`src/hw/rtl/led_rainbow_blink_sequencer_macros.svh`:
```
// Assertion macros shared by the sequencer RTL.
`ifndef LED_RAINBOW_BLINK_SEQUENCER_MACROS_SVH
`define LED_RAINBOW_BLINK_SEQUENCER_MACROS_SVH

`ifndef SYNTH
// Same-cycle implication, checked on every rising edge outside reset.
`define LRB_ASSERT_IMPL(label, clk, rst_n, ante, cons, msg) \
	label: assert property (@(posedge clk) disable iff (!rst_n) (ante) |-> (cons)) \
		else $error(msg);
// Next-cycle implication, checked on every rising edge outside reset.
`define LRB_ASSERT_NEXT(label, clk, rst_n, ante, cons, msg) \
	label: assert property (@(posedge clk) disable iff (!rst_n) (ante) |=> (cons)) \
		else $error(msg);
`else
`define LRB_ASSERT_IMPL(label, clk, rst_n, ante, cons, msg)
`define LRB_ASSERT_NEXT(label, clk, rst_n, ante, cons, msg)
`endif

`endif

```
`src/hw/rtl/lrb_pkg.sv`:
```
// Types, constants and helper functions of the rainbow blink sequencer.
`timescale 1ns / 1ps
`default_nettype none
package lrb_pkg;

	// Register indexes on the configuration port (byte address is 4 times this).
	localparam logic [2:0] REG_BLINK_ON_TIME   = 3'd0;
	localparam logic [2:0] REG_BLINK_OFF_TIME  = 3'd1;
	localparam logic [2:0] REG_BLINK_REPEATS   = 3'd2;
	localparam logic [2:0] REG_HUE_STEP_PERIOD = 3'd3;
	localparam logic [2:0] REG_RAINBOW_LEVEL   = 3'd4;

	// Register reset values.
	localparam logic [15:0] RST_BLINK_ON_TIME   = 16'd200;
	localparam logic [15:0] RST_BLINK_OFF_TIME  = 16'd200;
	localparam logic [6:0]  RST_BLINK_REPEATS   = 7'd3;
	localparam logic [15:0] RST_HUE_STEP_PERIOD = 16'd50;
	localparam logic [6:0]  RST_RAINBOW_LEVEL   = 7'd20;

	// The hue is kept as a sector (0 to 5) and an offset within it (0 to 59).
	localparam logic [5:0] HUE_OFFSET_LAST = 6'd59;
	localparam logic [2:0] HUE_SECTOR_LAST = 3'd5;

	// Reciprocals: floor(x/100) = (x*5243)>>19 for x below 32768,
	// floor(x/60) = (x*17477)>>20 for x below 16384.
	localparam logic [12:0] DIV100_MUL = 13'd5243;
	localparam logic [14:0] DIV60_MUL  = 15'd17477;

	localparam logic [7:0] CHANNEL_FULL = 8'hFF;
	localparam logic [7:0] CHANNEL_DARK = 8'h00;

	// One colour request on its way from the decision stage to the output register.
	typedef struct packed {
		logic       blink;
		logic       blue_on;
		logic [2:0] sector;
		logic [13:0] prod;
		logic [7:0] maxc;
	} lrb_s2_t;

	// Brightness percent to peak channel value: min(255, floor(level*255/100)).
	function automatic logic [7:0] level_to_maxc(input logic [6:0] level);
		logic [14:0] scaled;
		logic [27:0] prod;
		logic [8:0]  quot;
		scaled = {level, 8'b0} - 15'(level);
		prod   = 28'(scaled) * 28'(DIV100_MUL);
		quot   = prod[27:19];
		return (quot > 9'd255) ? CHANNEL_FULL : quot[7:0];
	endfunction

endpackage
`default_nettype wire

```
`src/hw/rtl/lrb_if.sv`:
```
// Valid/ready channel interfaces for the poll and colour requests.
`timescale 1ns / 1ps
`default_nettype none
interface lrb_poll_if;
	logic        valid;
	logic        ready;
	logic [31:0] time_now;
	logic        blink_request;

	modport source (output valid, output time_now, output blink_request, input ready);
	modport sink (input valid, input time_now, input blink_request, output ready);
endinterface

interface lrb_color_if;
	logic       valid;
	logic       ready;
	logic [7:0] red;
	logic [7:0] green;
	logic [7:0] blue;

	modport source (output valid, output red, output green, output blue, input ready);
	modport sink (input valid, input red, input green, input blue, output ready);
endinterface
`default_nettype wire

```
`src/hw/rtl/led_rainbow_blink_sequencer.sv`:
```
// Rainbow LED sequencer with a blue blink overlay: top level.
// Usage: the poll channel carries one request per poll with the current
// millisecond time and a blink request bit. Each poll yields zero or one
// colour request on the color channel (red, green, blue). A blink request is
// latched and starts a blue/dark blink of max(1, 2*blink_repeats) phases as soon as
// no blink runs; otherwise the hue steps every hue_step_period ms and a
// full-saturation colour at rainbow_level percent is sent.
// Path: a colour request is registered in the input register, then in the output
// register, before it is valid on color.
// Throughput: one poll per cycle while color is taken. The rate is set by the
// sequencer state update between the two registers, which every poll passes once.
// Stalls: when the receiver holds color.ready low, the output register holds
// its request and the input register fills; poll.ready drops only when both
// are full.
// Reset: arst_n low clears both registers, the sequencer state and the
// configuration registers to their documented defaults. No clearing pass.
// Configuration is an APB-style port; register i lies at byte address 4*i,
// writes are applied at the access cycle and reads return the register value.
`timescale 1ns / 1ps
`default_nettype none
`include "led_rainbow_blink_sequencer_macros.svh"
module led_rainbow_blink_sequencer (
	input  wire logic        clk,
	input  wire logic        arst_n,
	lrb_poll_if.sink         poll,
	lrb_color_if.source      color,
	input  wire logic        psel,
	input  wire logic        penable,
	input  wire logic        pwrite,
	input  wire logic [4:0]  paddr,
	input  wire logic [31:0] pwdata,
	output logic [31:0]      prdata,
	output logic             pready
);

	// ------------------------------------------------------------------
	// Configuration registers
	// ------------------------------------------------------------------
	logic [15:0] blink_on_time_q;
	logic [15:0] blink_off_time_q;
	logic [6:0]  blink_repeats_q;
	logic [15:0] hue_step_period_q;
	logic [6:0]  rainbow_level_q;
	// Peak channel value, derived from rainbow_level_q whenever it is written so
	// that the per-poll path carries only one multiplication of two variables.
	logic [7:0]  maxc_q;
	logic        cfg_write;
	logic [2:0]  cfg_idx;

	assign pready    = 1'b1;
	assign cfg_idx   = paddr[4:2];
	assign cfg_write = psel && penable && pwrite && pready;

	always_ff @(posedge clk or negedge arst_n) begin
		if (!arst_n) begin
			blink_on_time_q   <= lrb_pkg::RST_BLINK_ON_TIME;
			blink_off_time_q  <= lrb_pkg::RST_BLINK_OFF_TIME;
			blink_repeats_q   <= lrb_pkg::RST_BLINK_REPEATS;
			hue_step_period_q <= lrb_pkg::RST_HUE_STEP_PERIOD;
			rainbow_level_q   <= lrb_pkg::RST_RAINBOW_LEVEL;
			maxc_q            <= lrb_pkg::level_to_maxc(lrb_pkg::RST_RAINBOW_LEVEL);
		end else if (cfg_write) begin
			case (cfg_idx)
				lrb_pkg::REG_BLINK_ON_TIME: begin
					blink_on_time_q <= pwdata[15:0];
				end
				lrb_pkg::REG_BLINK_OFF_TIME: begin
					blink_off_time_q <= pwdata[15:0];
				end
				lrb_pkg::REG_BLINK_REPEATS: begin
					blink_repeats_q <= pwdata[6:0];
				end
				lrb_pkg::REG_HUE_STEP_PERIOD: begin
					hue_step_period_q <= pwdata[15:0];
				end
				lrb_pkg::REG_RAINBOW_LEVEL: begin
					rainbow_level_q <= pwdata[6:0];
					maxc_q          <= lrb_pkg::level_to_maxc(pwdata[6:0]);
				end
				default: begin
				end
			endcase
		end
	end

	always_comb begin
		case (cfg_idx)
			lrb_pkg::REG_BLINK_ON_TIME:   prdata = 32'(blink_on_time_q);
			lrb_pkg::REG_BLINK_OFF_TIME:  prdata = 32'(blink_off_time_q);
			lrb_pkg::REG_BLINK_REPEATS:   prdata = 32'(blink_repeats_q);
			lrb_pkg::REG_HUE_STEP_PERIOD: prdata = 32'(hue_step_period_q);
			lrb_pkg::REG_RAINBOW_LEVEL:   prdata = 32'(rainbow_level_q);
			default:                      prdata = 32'd0;
		endcase
	end

	// ------------------------------------------------------------------
	// Flow control. The input register moves on when the output register is
	// empty or being taken.
	// ------------------------------------------------------------------
	logic        s1_valid_q;
	logic [31:0] time_s1;
	logic        req_s1;
	logic        out_valid_q;
	logic [7:0]  red_q;
	logic [7:0]  green_q;
	logic [7:0]  blue_q;

	logic out_move;
	logic s1_fire;

	assign out_move   = !out_valid_q || color.ready;
	assign s1_fire    = s1_valid_q && out_move;
	assign poll.ready = !s1_valid_q || out_move;

	// Input register.
	always_ff @(posedge clk or negedge arst_n) begin
		if (!arst_n) begin
			s1_valid_q <= 1'b0;
		end else if (poll.ready) begin
			s1_valid_q <= poll.valid;
		end
	end

	always_ff @(posedge clk) begin
		if (poll.ready && poll.valid) begin
			time_s1 <= poll.time_now;
			req_s1  <= poll.blink_request;
		end
	end

	// ------------------------------------------------------------------
	// Sequencer state and the decision logic
	// ------------------------------------------------------------------
	logic        pending_q;
	logic        running_q;
	logic [7:0]  count_q;
	logic [31:0] deadline_q;
	logic        deadline_valid_q;
	logic [31:0] last_hue_time_q;
	logic [2:0]  sector_q;
	logic [5:0]  offset_q;

	logic        pending_d;
	logic        running_d;
	logic [7:0]  count_d;
	logic [31:0] deadline_d;
	logic        deadline_valid_d;
	logic [31:0] last_hue_time_d;
	logic [2:0]  sector_d;
	logic [5:0]  offset_d;
	logic        res_valid;
	lrb_pkg::lrb_s2_t res;

	logic        pend;
	logic        start;
	logic        dv;
	logic [7:0]  cnt;
	logic [31:0] dl_diff;
	logic [31:0] hue_diff;
	logic [7:0]  cnt_next;

	always_comb begin
		pend     = pending_q || req_s1;
		start    = !running_q && pend;
		dv       = start ? 1'b0 : deadline_valid_q;
		cnt      = start ? 8'd0 : count_q;
		cnt_next = cnt + 8'd1;
		dl_diff  = time_s1 - deadline_q;
		hue_diff = time_s1 - last_hue_time_q;

		pending_d        = start ? 1'b0 : pend;
		running_d        = running_q || start;
		count_d          = cnt;
		deadline_d       = deadline_q;
		deadline_valid_d = dv;
		last_hue_time_d  = last_hue_time_q;
		sector_d         = sector_q;
		offset_d         = offset_q;

		res_valid   = 1'b0;
		res.blink   = 1'b0;
		res.blue_on = 1'b0;
		res.sector  = sector_q;
		res.prod    = 14'(maxc_q) * 14'(offset_q);
		res.maxc    = maxc_q;

		if (running_q || start) begin
			// A phase ends when no deadline is set yet or the deadline is reached.
			if (!dv || !dl_diff[31]) begin
				res_valid   = 1'b1;
				res.blink   = 1'b1;
				res.blue_on = !cnt[0];
				deadline_d  = time_s1 + 32'(cnt[0] ? blink_off_time_q : blink_on_time_q);
				count_d     = cnt_next;
				if (cnt_next >= {blink_repeats_q, 1'b0}) begin
					running_d        = 1'b0;
					deadline_valid_d = 1'b0;
				end else begin
					deadline_valid_d = 1'b1;
				end
			end
		end else if (!hue_diff[31] && (hue_diff >= 32'(hue_step_period_q))) begin
			res_valid       = 1'b1;
			last_hue_time_d = time_s1;
			if (offset_q == lrb_pkg::HUE_OFFSET_LAST) begin
				offset_d = 6'd0;
				sector_d = (sector_q == lrb_pkg::HUE_SECTOR_LAST) ? 3'd0 : sector_q + 3'd1;
			end else begin
				offset_d = offset_q + 6'd1;
			end
		end
	end

	always_ff @(posedge clk or negedge arst_n) begin
		if (!arst_n) begin
			pending_q        <= 1'b0;
			running_q        <= 1'b0;
			count_q          <= 8'd0;
			deadline_q       <= 32'd0;
			deadline_valid_q <= 1'b0;
			last_hue_time_q  <= 32'd0;
			sector_q         <= 3'd0;
			offset_q         <= 6'd0;
		end else if (s1_fire) begin
			pending_q        <= pending_d;
			running_q        <= running_d;
			count_q          <= count_d;
			deadline_q       <= deadline_d;
			deadline_valid_q <= deadline_valid_d;
			last_hue_time_q  <= last_hue_time_d;
			sector_q         <= sector_d;
			offset_q         <= offset_d;
		end
	end

	// ------------------------------------------------------------------
	// Colour logic: finishes the hue ramp division and picks the channels.
	// The ramp product depends only on registered state, so it runs in
	// parallel with the decision above.
	// ------------------------------------------------------------------
	logic [27:0] adj_prod;
	logic [7:0]  adj;
	logic [7:0]  red_d;
	logic [7:0]  green_d;
	logic [7:0]  blue_d;

	always_comb begin
		adj_prod = 28'(res.prod) * 28'(lrb_pkg::DIV60_MUL);
		adj      = adj_prod[27:20];
		if (res.blink) begin
			red_d   = lrb_pkg::CHANNEL_DARK;
			green_d = lrb_pkg::CHANNEL_DARK;
			blue_d  = res.blue_on ? lrb_pkg::CHANNEL_FULL : lrb_pkg::CHANNEL_DARK;
		end else begin
			case (res.sector)
				3'd0: begin
					red_d = res.maxc; green_d = adj; blue_d = lrb_pkg::CHANNEL_DARK;
				end
				3'd1: begin
					red_d = res.maxc - adj; green_d = res.maxc;
					blue_d = lrb_pkg::CHANNEL_DARK;
				end
				3'd2: begin
					red_d = lrb_pkg::CHANNEL_DARK; green_d = res.maxc; blue_d = adj;
				end
				3'd3: begin
					red_d = lrb_pkg::CHANNEL_DARK; green_d = res.maxc - adj;
					blue_d = res.maxc;
				end
				3'd4: begin
					red_d = adj; green_d = lrb_pkg::CHANNEL_DARK; blue_d = res.maxc;
				end
				default: begin
					red_d = res.maxc; green_d = lrb_pkg::CHANNEL_DARK;
					blue_d = res.maxc - adj;
				end
			endcase
		end
	end

	// Output register.
	always_ff @(posedge clk or negedge arst_n) begin
		if (!arst_n) begin
			out_valid_q <= 1'b0;
		end else if (out_move) begin
			out_valid_q <= s1_fire && res_valid;
		end
	end

	always_ff @(posedge clk) begin
		if (s1_fire && res_valid) begin
			red_q   <= red_d;
			green_q <= green_d;
			blue_q  <= blue_d;
		end
	end

	assign color.valid = out_valid_q;
	assign color.red   = red_q;
	assign color.green = green_q;
	assign color.blue  = blue_q;

	// ------------------------------------------------------------------
	// Assertions
	// ------------------------------------------------------------------
	`LRB_ASSERT_IMPL(a_deadline_only_in_blink, clk, arst_n, deadline_valid_q, running_q,
		"phase deadline armed while no blink runs")
	`LRB_ASSERT_IMPL(a_hue_in_range, clk, arst_n, 1'b1,
		(offset_q <= lrb_pkg::HUE_OFFSET_LAST) && (sector_q <= lrb_pkg::HUE_SECTOR_LAST),
		"hue sector or offset out of range")
	`LRB_ASSERT_IMPL(a_stall_needs_full_input, clk, arst_n, !poll.ready,
		s1_valid_q && out_valid_q, "poll stalled with room in the pipeline")
	`LRB_ASSERT_NEXT(a_result_reaches_output, clk, arst_n, s1_fire && res_valid, out_valid_q,
		"decided colour request lost before the output register")

endmodule
`default_nettype wire

```
`src/flat_wrapper.sv`:
```
// flat-port wrapper written by rule: the top's interface ports become plain ports
module led_rainbow_blink_sequencer_flat 
  (clk, arst_n, psel, penable, pwrite, paddr, pwdata, prdata, pready, poll_valid, poll_time_now, poll_blink_request, poll_ready, color_valid, color_red, color_green, color_blue, color_ready);
  lrb_poll_if poll_i ();
  lrb_color_if color_i ();
  input  wire logic clk;
  input  wire logic arst_n;
  input  wire logic psel;
  input  wire logic penable;
  input  wire logic pwrite;
  input  wire logic [4:0] paddr;
  input  wire logic [31:0] pwdata;
  output logic [31:0] prdata;
  output logic pready;
  input wire logic [$bits(poll_i.valid)-1:0] poll_valid;
  input wire logic [$bits(poll_i.time_now)-1:0] poll_time_now;
  input wire logic [$bits(poll_i.blink_request)-1:0] poll_blink_request;
  output wire logic [$bits(poll_i.ready)-1:0] poll_ready;
  output wire logic [$bits(color_i.valid)-1:0] color_valid;
  output wire logic [$bits(color_i.red)-1:0] color_red;
  output wire logic [$bits(color_i.green)-1:0] color_green;
  output wire logic [$bits(color_i.blue)-1:0] color_blue;
  input wire logic [$bits(color_i.ready)-1:0] color_ready;
  assign poll_i.valid = poll_valid;
  assign poll_i.time_now = poll_time_now;
  assign poll_i.blink_request = poll_blink_request;
  assign poll_ready = poll_i.ready;
  assign color_valid = color_i.valid;
  assign color_red = color_i.red;
  assign color_green = color_i.green;
  assign color_blue = color_i.blue;
  assign color_i.ready = color_ready;
  led_rainbow_blink_sequencer u_core (.clk(clk), .arst_n(arst_n), .poll(poll_i), .color(color_i), .psel(psel), .penable(penable), .pwrite(pwrite), .paddr(paddr), .pwdata(pwdata), .prdata(prdata), .pready(pready));
endmodule
```
`config.mk`:
```
export PLATFORM = sky130hd
export DESIGN_NAME = led_rainbow_blink_sequencer_flat
export DESIGN_NICKNAME = d
export VERILOG_FILES = /design/src/hw/rtl/lrb_pkg.sv /design/src/hw/rtl/lrb_if.sv /design/src/hw/rtl/led_rainbow_blink_sequencer.sv /design/src/flat_wrapper.sv
export VERILOG_INCLUDE_DIRS = /design/src /design/src/hw/rtl
export SDC_FILE = /design/constraint.sdc
export NUM_CORES = 1
export LEC_CHECK = 0
export BUFFER_PORTS_ARGS = -buffer_cell sky130_fd_sc_hd__buf_2
export CAP_MARGIN = 10
export CORE_MARGIN = 4
export CORE_UTILIZATION = 40
export CTS_CLUSTER_DIAMETER = 80
export CTS_CLUSTER_SIZE = 14
export DETAILED_ROUTE_END_ITERATION = 10
export GPL_TIMING_DRIVEN = 0
export HOLD_SLACK_MARGIN = 0.15
export PLACE_DENSITY = 0.61
export SLEW_MARGIN = 20
export SYNTH_ARGS = -nofsm -noshare
export SYNTH_HDL_FRONTEND = slang
export SYNTH_SLANG_ARGS = --single-unit
```
`constraint.sdc`:
```
create_clock -name clk -period 10.4 [get_ports clk]
set_input_delay 2.08 -clock clk [delete_from_list [all_inputs] [get_ports clk]]
set_output_delay 2.08 -clock clk [all_outputs]
set_load 0.005 [all_outputs]
```
==> flow_summary.toml, run 1 <==
[status]
status = "complete, no violations"

[synth]
synth.distinct_cells = 90
avgSynthCellArea_um2 = 9.294
yosysSeqAreaShare = 0.2664
ys_ff_latch = 213
synth_warnings = 0
async_flop_share = 0.7324
ys.flop_type = "dfrtp_1"
synth_edf_count = 57
postSynthCellCount = 2277
synth_area_um2 = 21160

[global_route]
grt_usage = 0.1897
first_global_vias = 16981
grt-ovfl-total = 0
grt_max_degree = 94
grt_first_pass_wirelength_mm = 89.00
antenna_found_initial = 0

[worst_setup_path]
cp.depth = 36
path_buf_inv = 5
cp_slowest_cell = "dfstp_2"
crit_end = "u_core.color.blue[6]$_DFFE_PP_"
crit_start = "u_core.maxc_q[1]$_DFFE_PN1P_"
crit_family = "adder cells"
slowest_delay_ps = 630
regToRegSetupSlack_ps = 300
crit_arrival_ps = 10340
critical_path_class = "register to register"
reg2regPathDepth = 36
critical_path.reg2reg.endpoint = "u_core.color.blue[6]$_DFFE_PP_"
cp_max_fo = 10
crit_required_ps = 10640
cp-end-kind = "register"
worstReg2RegStart = "u_core.maxc_q[1]$_DFFE_PN1P_"
start_kind = "register"

[clocking]
h-tree-depth = 1
clk_pin_slew_ps = 70
clockRootBuffer = "clkbuf_16"
clock_latency_ps = 540
cts_tree = "done"
cts_hold_buf = 0
clockBufferDepth = 3
numClockSinks = 213
cts_buffers = 20

[drt]
wirelength_mm = 54.55
drtAntennaViolNets = 0
post-route-drc-count = 0
first_pass_iters = 6
viasPerCell = 5.361
vias = 16754
wire_per_inst_um = 17.46
initialDrtViolationCount = 1079

[layout]
final_cell_mix = "inv_1, ha_1, nand2_1"
syn_to_final_growth_pct = 10.92
drive_above_1_share = 0.1301
nFillCells = 4984
antennaDiodeCount = 0
final_common_cell = "inv_1"
regArea_um2 = 5637
stdcell_area_um2 = 23470
multiInputGateArea_um2 = 14000
fin_nets = 2928

[timing]
fmax_mhz = 98.96
slew_violations = 0
setup_viol = 0
fin_skew_ps = 34.69
timing_hold_violations_final = 0
slew_headroom = 0.3046
period_share = 0.9716
tightest_slew_ps = 1041
fin_crit_ps = 10100

[placement]
postPlaceCellArea_um2 = 22640
port_buffers = 97
hpwl_mm = 43.90
gp_congestion = 0.9065

[die]
die_area_um2 = 56650
initial_core_util = 0.4035
die_y_um = 238.0
core_um2 = 52450
io_pins = 136
dieWidth_um = 238.0
num_rows = 84

[job]
maxCapViolCount = 0

[hold_path]
hp-class = "register to register"
min_path_cells = 2
-- cell families after synthesis --
logic type | share of synthesized area
other | 0.0003549
AND/OR/NAND/NOR | 0.1204
flip-flops | 0.2664
adder cells (fa/ha/maj) | 0.2944
multiplexers | 0.05256
buffers and inverters | 0.08153
AO/OA/AOI/OAI | 0.1419
XOR/XNOR | 0.04245
-- synthesized netlist by cell type (all sizes together), types with 18 or more instances --
library cell | count | share of area
mux2 | 80 | 0.045
fa | 114 | 0.11
o21ai | 134 | 0.032
nor2 | 135 | 0.024
and3 | 19 | 0.0056
buf | 30 | 0.010
a22oi | 19 | 0.0067
a21oi | 96 | 0.023
clkbuf | 66 | 0.012
nand3 | 52 | 0.012
nor3 | 27 | 0.0064
and2 | 37 | 0.011
a21o | 35 | 0.012
ha | 314 | 0.19
inv | 335 | 0.059
edfxtp | 57 | 0.081
nand2 | 166 | 0.030
nand4 | 25 | 0.0074
xnor2 | 60 | 0.025
a31oi | 30 | 0.0098
o211ai | 18 | 0.0064
dfrtp | 139 | 0.16
xor2 | 40 | 0.017
nor2b | 23 | 0.0068
-- metrics by stage --
| step | setup slack, ps | hold slack, ps | TNS [ps] | utilization | cells |
|---|---|---|---|---|---|
| 3_5_place_dp | -920.4 | 459.8 | -8122 | 0.4316 | 3079 |
| 6_report | 295.3 | 468.7 | 0 | 0.4476 | 3125 |
| 2_1_floorplan | 1257 | 439.4 | 0 | - | 2292 |
| 4_1_cts | -12.16 | 469.4 | -12.16 | 0.4445 | 3117 |
| 5_1_grt | -112.5 | 486.6 | -234.9 | 0.4476 | 3125 |
| 3_3_place_gp | -687.3 | 452.6 | -4824 | 0.4302 | 3077 |
-- flip-flops by register name (all words and copies together) (netlist names), 7 cells and up --
register	flops
u_core.deadline_q	32
u_core.blink_off_time_q	16
u_core.hue_step_period_q	16
u_core.maxc_q	8
u_core.color.blue	8
u_core.color.red	8
u_core.blink_on_time_q	16
u_core.count_q	8
u_core.blink_repeats_q	7
u_core.time_s1	32
u_core.color.green	8
u_core.rainbow_level_q	7
u_core.last_hue_time_q	32
-- worst min path at each step --
stage	from	slack, ps	endpoint
finish	u_core.rainbow_level_q[2]$_DFFE_PN1P_	470	u_core.rainbow_level_q[2]$_DFFE_PN1P_
global route	u_core.rainbow_level_q[2]$_DFFE_PN1P_	490	u_core.rainbow_level_q[2]$_DFFE_PN1P_
CTS	u_core.rainbow_level_q[2]$_DFFE_PN1P_	470	u_core.rainbow_level_q[2]$_DFFE_PN1P_
detailed placement	u_core.rainbow_level_q[2]$_DFFE_PN1P_	460	u_core.rainbow_level_q[2]$_DFFE_PN1P_
global placement	u_core.rainbow_level_q[2]$_DFFE_PN1P_	450	u_core.rainbow_level_q[2]$_DFFE_PN1P_
floorplan	u_core.rainbow_level_q[2]$_DFFE_PN1P_	440	u_core.rainbow_level_q[2]$_DFFE_PN1P_
-- cell type report --
type,instances,area share
buffer,95,0.02047
clock buffer,32,0.02409
clock inverter,4,0.001652
inverter,336,0.05373
multi-input combinational,1647,0.5963
sequential,213,0.2401
tap,688,0.03667
timing repair buffer,110,0.02697
-- worst min-delay path: stages, from the launching register on --
cell     delay, ps
dfstp_2        370
nand2_1         50
nand2_1         50
-- metal layers --
metal  wire, um  up-vias  GRT usage
li1           -     8098          -
met1      25810     8275     0.2682
met2      25860      328     0.3206
met5          0        -          0
met4        962        0    0.03342
met3       1920       53    0.02104
-- repair_timing --
| item | CTS | global route |
|---|---|---|
| resized for setup | 14 | 27 |
| endpoints found under the setup margin | 19 | 14 |
| buffers inserted | 2 | 9 |
| pin swaps | 3 | 9 |
Power of run 1 is not shown: default switching activity piles up to over one toggle a cycle in this logic, so the estimate is an artifact.
==> run 2: changes to the inputs <==
- CTS_CLUSTER_SIZE: 14 -> 8
- MAX_ROUTING_LAYER: unset -> met4
==> run 2 against run 1 <==
Via count rose by 0.24%. Global-route usage rose by 0.35 points. Cell count rose by 0.67%. Sequential cell count did not move. Critical path depth did not move. Worst hold slack improved by 6.5 ps. Register-to-register slack improved by 20 ps.
==> flow_summary.toml, run 2 (synthesized netlist as in run 1, its figures left out) <==
[status]
status = "complete, no violations"

[drt]
viasPerCell = 5.338
wire_per_inst_um = 17.29
initialDrtViolationCount = 1118
vias = 16794
wirelength_mm = 54.40
first_pass_iters = 5
post-route-drc-count = 0
drtAntennaViolNets = 0

[timing]
fmax_mhz = 99.13
tightest_slew_ps = 1037
slew_violations = 0
slew_headroom = 0.3035
timing_hold_violations_final = 0
fin_skew_ps = 20.73
fin_crit_ps = 10090
grt_setup_unrepaired = "yes"
setup_viol = 0
setup_ws_ps = 312.6
period_share = 0.9699

[job]
maxCapViolCount = 0

[clocking]
clock_latency_ps = 590
clk_pin_slew_ps = 50
cts_hold_buf = 0
clockRootBuffer = "clkbuf_16"
cts_tree = "done"
h-tree-depth = 1
cts_buffers = 31
numClockSinks = 213
clockBufferDepth = 3

[placement]
dp_slack_ps = -722.7
dp.cells = 3079
gp_congestion = 0.9280
port_buffers = 97
hpwl_mm = 43.60

[global_route]
grt_first_pass_wirelength_mm = 87.90
antenna_found_initial = 0
grt_max_degree = 86
first_global_vias = 16605
grt-ovfl-total = 0
grt_usage = 0.1933

[worst_setup_path]
cp-end-kind = "register"
cp_slowest_cell = "dfstp_2"
regToRegSetupSlack_ps = 310
reg2regPathDepth = 36
start_kind = "register"
crit_arrival_ps = 10380
cp_max_fo = 10
crit_required_ps = 10690
critical_path_class = "register to register"
slowest_delay_ps = 610
crit_top_cell = "fa_1"

[layout]
final_cell_mix = "inv_1, ha_1, nand2_1"
reg.largest.list = "u_core.deadline_q x32, u_core.last_hue_time_q x32, u_core.time_s1 x32"
final_common_cell = "inv_1"
antennaDiodeCount = 0
instances_no_fill = 3146
regArea_um2 = 5637
drive_above_1_share = 0.1314
syn_to_final_growth_pct = 12.23
fin_nets = 2938
nFillCells = 5025
multiInputGateArea_um2 = 13980

[hold_path]
min_path_cells = 2
hp-class = "register to register"

[die]
die_y_um = 238.0
die_area_um2 = 56650
num_rows = 84
io_pins = 136
initial_core_util = 0.4035
dieWidth_um = 238.0
core_um2 = 52450
==> run 2: changes by cell type in the layout (fill, tap and decap cells not counted), sizes merged <==
cell    delta
buf        -1
clkbuf    +23
inv        -1
==> run 2: per-stage QoR <==
stage               hold WS [ps]    util  instance area, um2  setup TNS [ps]
global placement           451.3  0.4302               22560           -5828
floorplan                  439.4       -               21220               0
CTS                        467.7  0.4502               23610               0
global route               485.2  0.4528               23750          -334.3
finish                     475.2  0.4528               23750               0
detailed placement         458.5  0.4316               22640           -5683
==> run 2: final timing paths <==
check | startpoint | end
worst max-delay path | u_core.maxc_q[1]$_DFFE_PN1P_ | u_core.color.red[4]$_SDFFCE_PP0P_
worst min-delay path | u_core.rainbow_level_q[4]$_DFFE_PN1P_ | u_core.rainbow_level_q[4]$_DFFE_PN1P_
worst max register to register | u_core.maxc_q[1]$_DFFE_PN1P_ | u_core.color.red[4]$_SDFFCE_PP0P_
worst min register to register | u_core.rainbow_level_q[4]$_DFFE_PN1P_ | u_core.rainbow_level_q[4]$_DFFE_PN1P_
max in group asynchronous | arst_n | u_core.blink_off_time_q[3]$_DFFE_PN1P_
min in group asynchronous | arst_n | u_core.deadline_q[24]$_DFFE_PN0P_
==> run 2: critical path: cells and delay by family (launching register included) <==
kind / cells / cell delay [ps]
adders and majority gates: 12 / 4900
AOI/OAI and AO/OA: 13 / 2870
buffers and inverters: 6 / 660
DFF: 1 / 610
and+or+nand+nor: 4 / 570
xor gates and xnor gates: 1 / 150
==> run 2: final cells by class <==
cell class | count | share of cell area
Buffer | 95 | 0.02002
Clock buffer | 55 | 0.03688
Clock inverter | 3 | 0.001422
Inverter | 336 | 0.05311
Multi-Input combinational cell | 1647 | 0.5886
Sequential cell | 213 | 0.2373
Tap cell | 688 | 0.03625
Timing Repair Buffer | 109 | 0.02634
==> run 2: routing by layer <==
metal | track usage | part of all wire
met1 | 0.2712 | 0.48
met3 | 0.02023 | 0.037
met5 | - | 0
met2 | 0.3057 | 0.46
met4 | 0.04239 | 0.025
==> run 2: repair_timing <==
item,in CTS,in global routing
setup buffers,2,8
resized for setup,14,20
setup endpoints to repair,18,14
pin swaps,2,6
Power of run 2 is left out for the same reason.
==> run 3: changes to the inputs <==
- CORE_ASPECT_RATIO: unset -> 1.5
- CTS_BUF_LIST: unset -> sky130_fd_sc_hd__clkbuf_8 sky130_fd_sc_hd__clkbuf_16
==> run 3 against run 2 <==
Routed wire length rose by 1.9%. Non-clock buffer count is 2 lower. Sequential cell count unchanged. First-iteration DRC count shrank 32%. Clock skew increased by 14 ps. Critical path depth unchanged. Highest routed layer unchanged. Cell count decreased by 0.29%. Critical endpoint is now u_core.color.blue[6]$_DFFE_PP_. Maximum frequency is 1.7% higher. Setup slack improved by 170 ps.
==> flow_summary.toml, run 3 (synthesized netlist as in run 1, its figures left out) <==
[layout]
fin_nets = 2936
drive_above_1_share = 0.1303
instances_no_fill = 3137
regArea_um2 = 5637
nFillCells = 5080
fin_util = 0.4526
multiInputGateArea_um2 = 13990
final_common_cell = "inv_1"
syn_to_final_growth_pct = 12.19
reg.largest.list = "u_core.deadline_q x32, u_core.last_hue_time_q x32, u_core.time_s1 x32"
antennaDiodeCount = 0
final_cell_mix = "inv_1, ha_1, nand2_1"

[drt]
wire_per_inst_um = 17.67
post-route-drc-count = 0
wirelength_mm = 55.44
first_pass_iters = 5
vias = 16752
viasPerCell = 5.340
initialDrtViolationCount = 757
drtAntennaViolNets = 0

[placement]
hpwl_mm = 45.28
gp_congestion = 0.9002
port_buffers = 97
dp.cells = 3073

[timing]
fin_skew_ps = 34.65
slew_headroom = 0.1649
fin_crit_ps = 9919
fmax_mhz = 100.8
timing_hold_violations_final = 0
setup_viol = 0
tightest_slew_ps = 1243
slew_violations = 0
period_share = 0.9538

[clocking]
h-tree-depth = 1
cts_tree = "done"
cts_hold_buf = 0
clock_latency_ps = 590
clk_pin_slew_ps = 50
cts_buffers = 31
numClockSinks = 213
clockBufferDepth = 3
clockRootBuffer = "clkbuf_16"

[global_route]
grt_usage = 0.1984
grt_max_degree = 90
grt-ovfl-total = 0
first_global_vias = 17390
grt_first_pass_wirelength_mm = 89.88
antenna_found_initial = 0

[die]
die_area_um2 = 56720
die_y_um = 289.7
core_um2 = 52450
io_pins = 136
num_rows = 103
initial_core_util = 0.4034
dieWidth_um = 195.8

[worst_setup_path]
cp_slowest_cell = "dfstp_2"
cp-end-kind = "register"
slowest_delay_ps = 580
path_buf_inv = 5
critical_path_class = "register to register"
crit_arrival_ps = 10210
cp_max_fo = 10
crit_required_ps = 10690
start_kind = "register"
crit_family = "adder cells"

[job]
maxCapViolCount = 0

[hold_path]
hp-class = "register to register"

[status]
status = "complete, no violations"
## run 3: cell count changes in the layout (fill, tap and decap cells not counted), sizes merged
| cell | previous run | this run |
|---|---|---|
| inv | 336 | 358 |
| clkinv | 3 | 2 |
| buf | 140 | 137 |
| clkbuf | 119 | 98 |
## run 3: layout make-up
type / instances / area share
multi-input combinational: 1647 / 0.5893
buffer: 95 / 0.01997
tap: 682 / 0.03594
timing repair buffer: 107 / 0.02572
sequential: 213 / 0.2374
clock inverter: 24 / 0.004690
clock buffer: 33 / 0.03383
inverter: 336 / 0.05312
## run 3: worst register-to-register path: cells and delay by family, from the launching register on
kind,cells,cell delay (ps)
buf+inv,5,480
xor+xnor,3,630
fa+ha+maj,13,4900
simple gates,4,770
flops,1,580
compound gates,11,2300
## run 3: metrics by stage
stage	hold WS (ps)	instance area, um2	TNS (ps)	worst slack (ps)
6_report	475.7	23740	0	480.5
5_1_grt	504.7	23740	-25.70	-25.70
4_1_cts	472.3	23590	0	10.71
3_3_place_gp	462.0	22560	-2943	-527.8
2_1_floorplan	439.4	21220	0	1257
3_5_place_dp	463.8	22620	-3451	-569.8
## run 3: final timing paths
| kind | startpoint | depth (start not counted) | slack [ps] | end |
|---|---|---|---|---|
| max | u_core.maxc_q[1]$_DFFE_PN1P_ | 36 | 480 | u_core.color.blue[6]$_DFFE_PP_ |
| min | u_core.rainbow_level_q[2]$_DFFE_PN1P_ | 2 | 480 | u_core.rainbow_level_q[2]$_DFFE_PN1P_ |
| max reg2reg | u_core.maxc_q[1]$_DFFE_PN1P_ | 36 | 480 | u_core.color.blue[6]$_DFFE_PP_ |
| min reg2reg | u_core.rainbow_level_q[2]$_DFFE_PN1P_ | 2 | 480 | u_core.rainbow_level_q[2]$_DFFE_PN1P_ |
| max in group asynchronous | arst_n | 2 | 8060 | u_core.rainbow_level_q[2]$_DFFE_PN1P_ |
| min in group asynchronous | arst_n | 1 | 1420 | u_core.deadline_q[20]$_DFFE_PN0P_ |
## run 3: repair_timing
action,in CTS,in global routing
buffers inserted,0,8
hold endpoints to repair,0,0
resized for setup,12,23
cloned,0,0
pin swaps,0,7
endpoints found under the setup margin,11,14
## run 3: routing by layer
metal  track usage  vias up  share of wire
li1              -     8120              -
met1        0.2314     8180           0.41
met2        0.3627      345           0.53
met3       0.01705      107          0.032
met4       0.06217        0          0.032
met5             -        -              0
Power of run 3 is left out for the same reason.
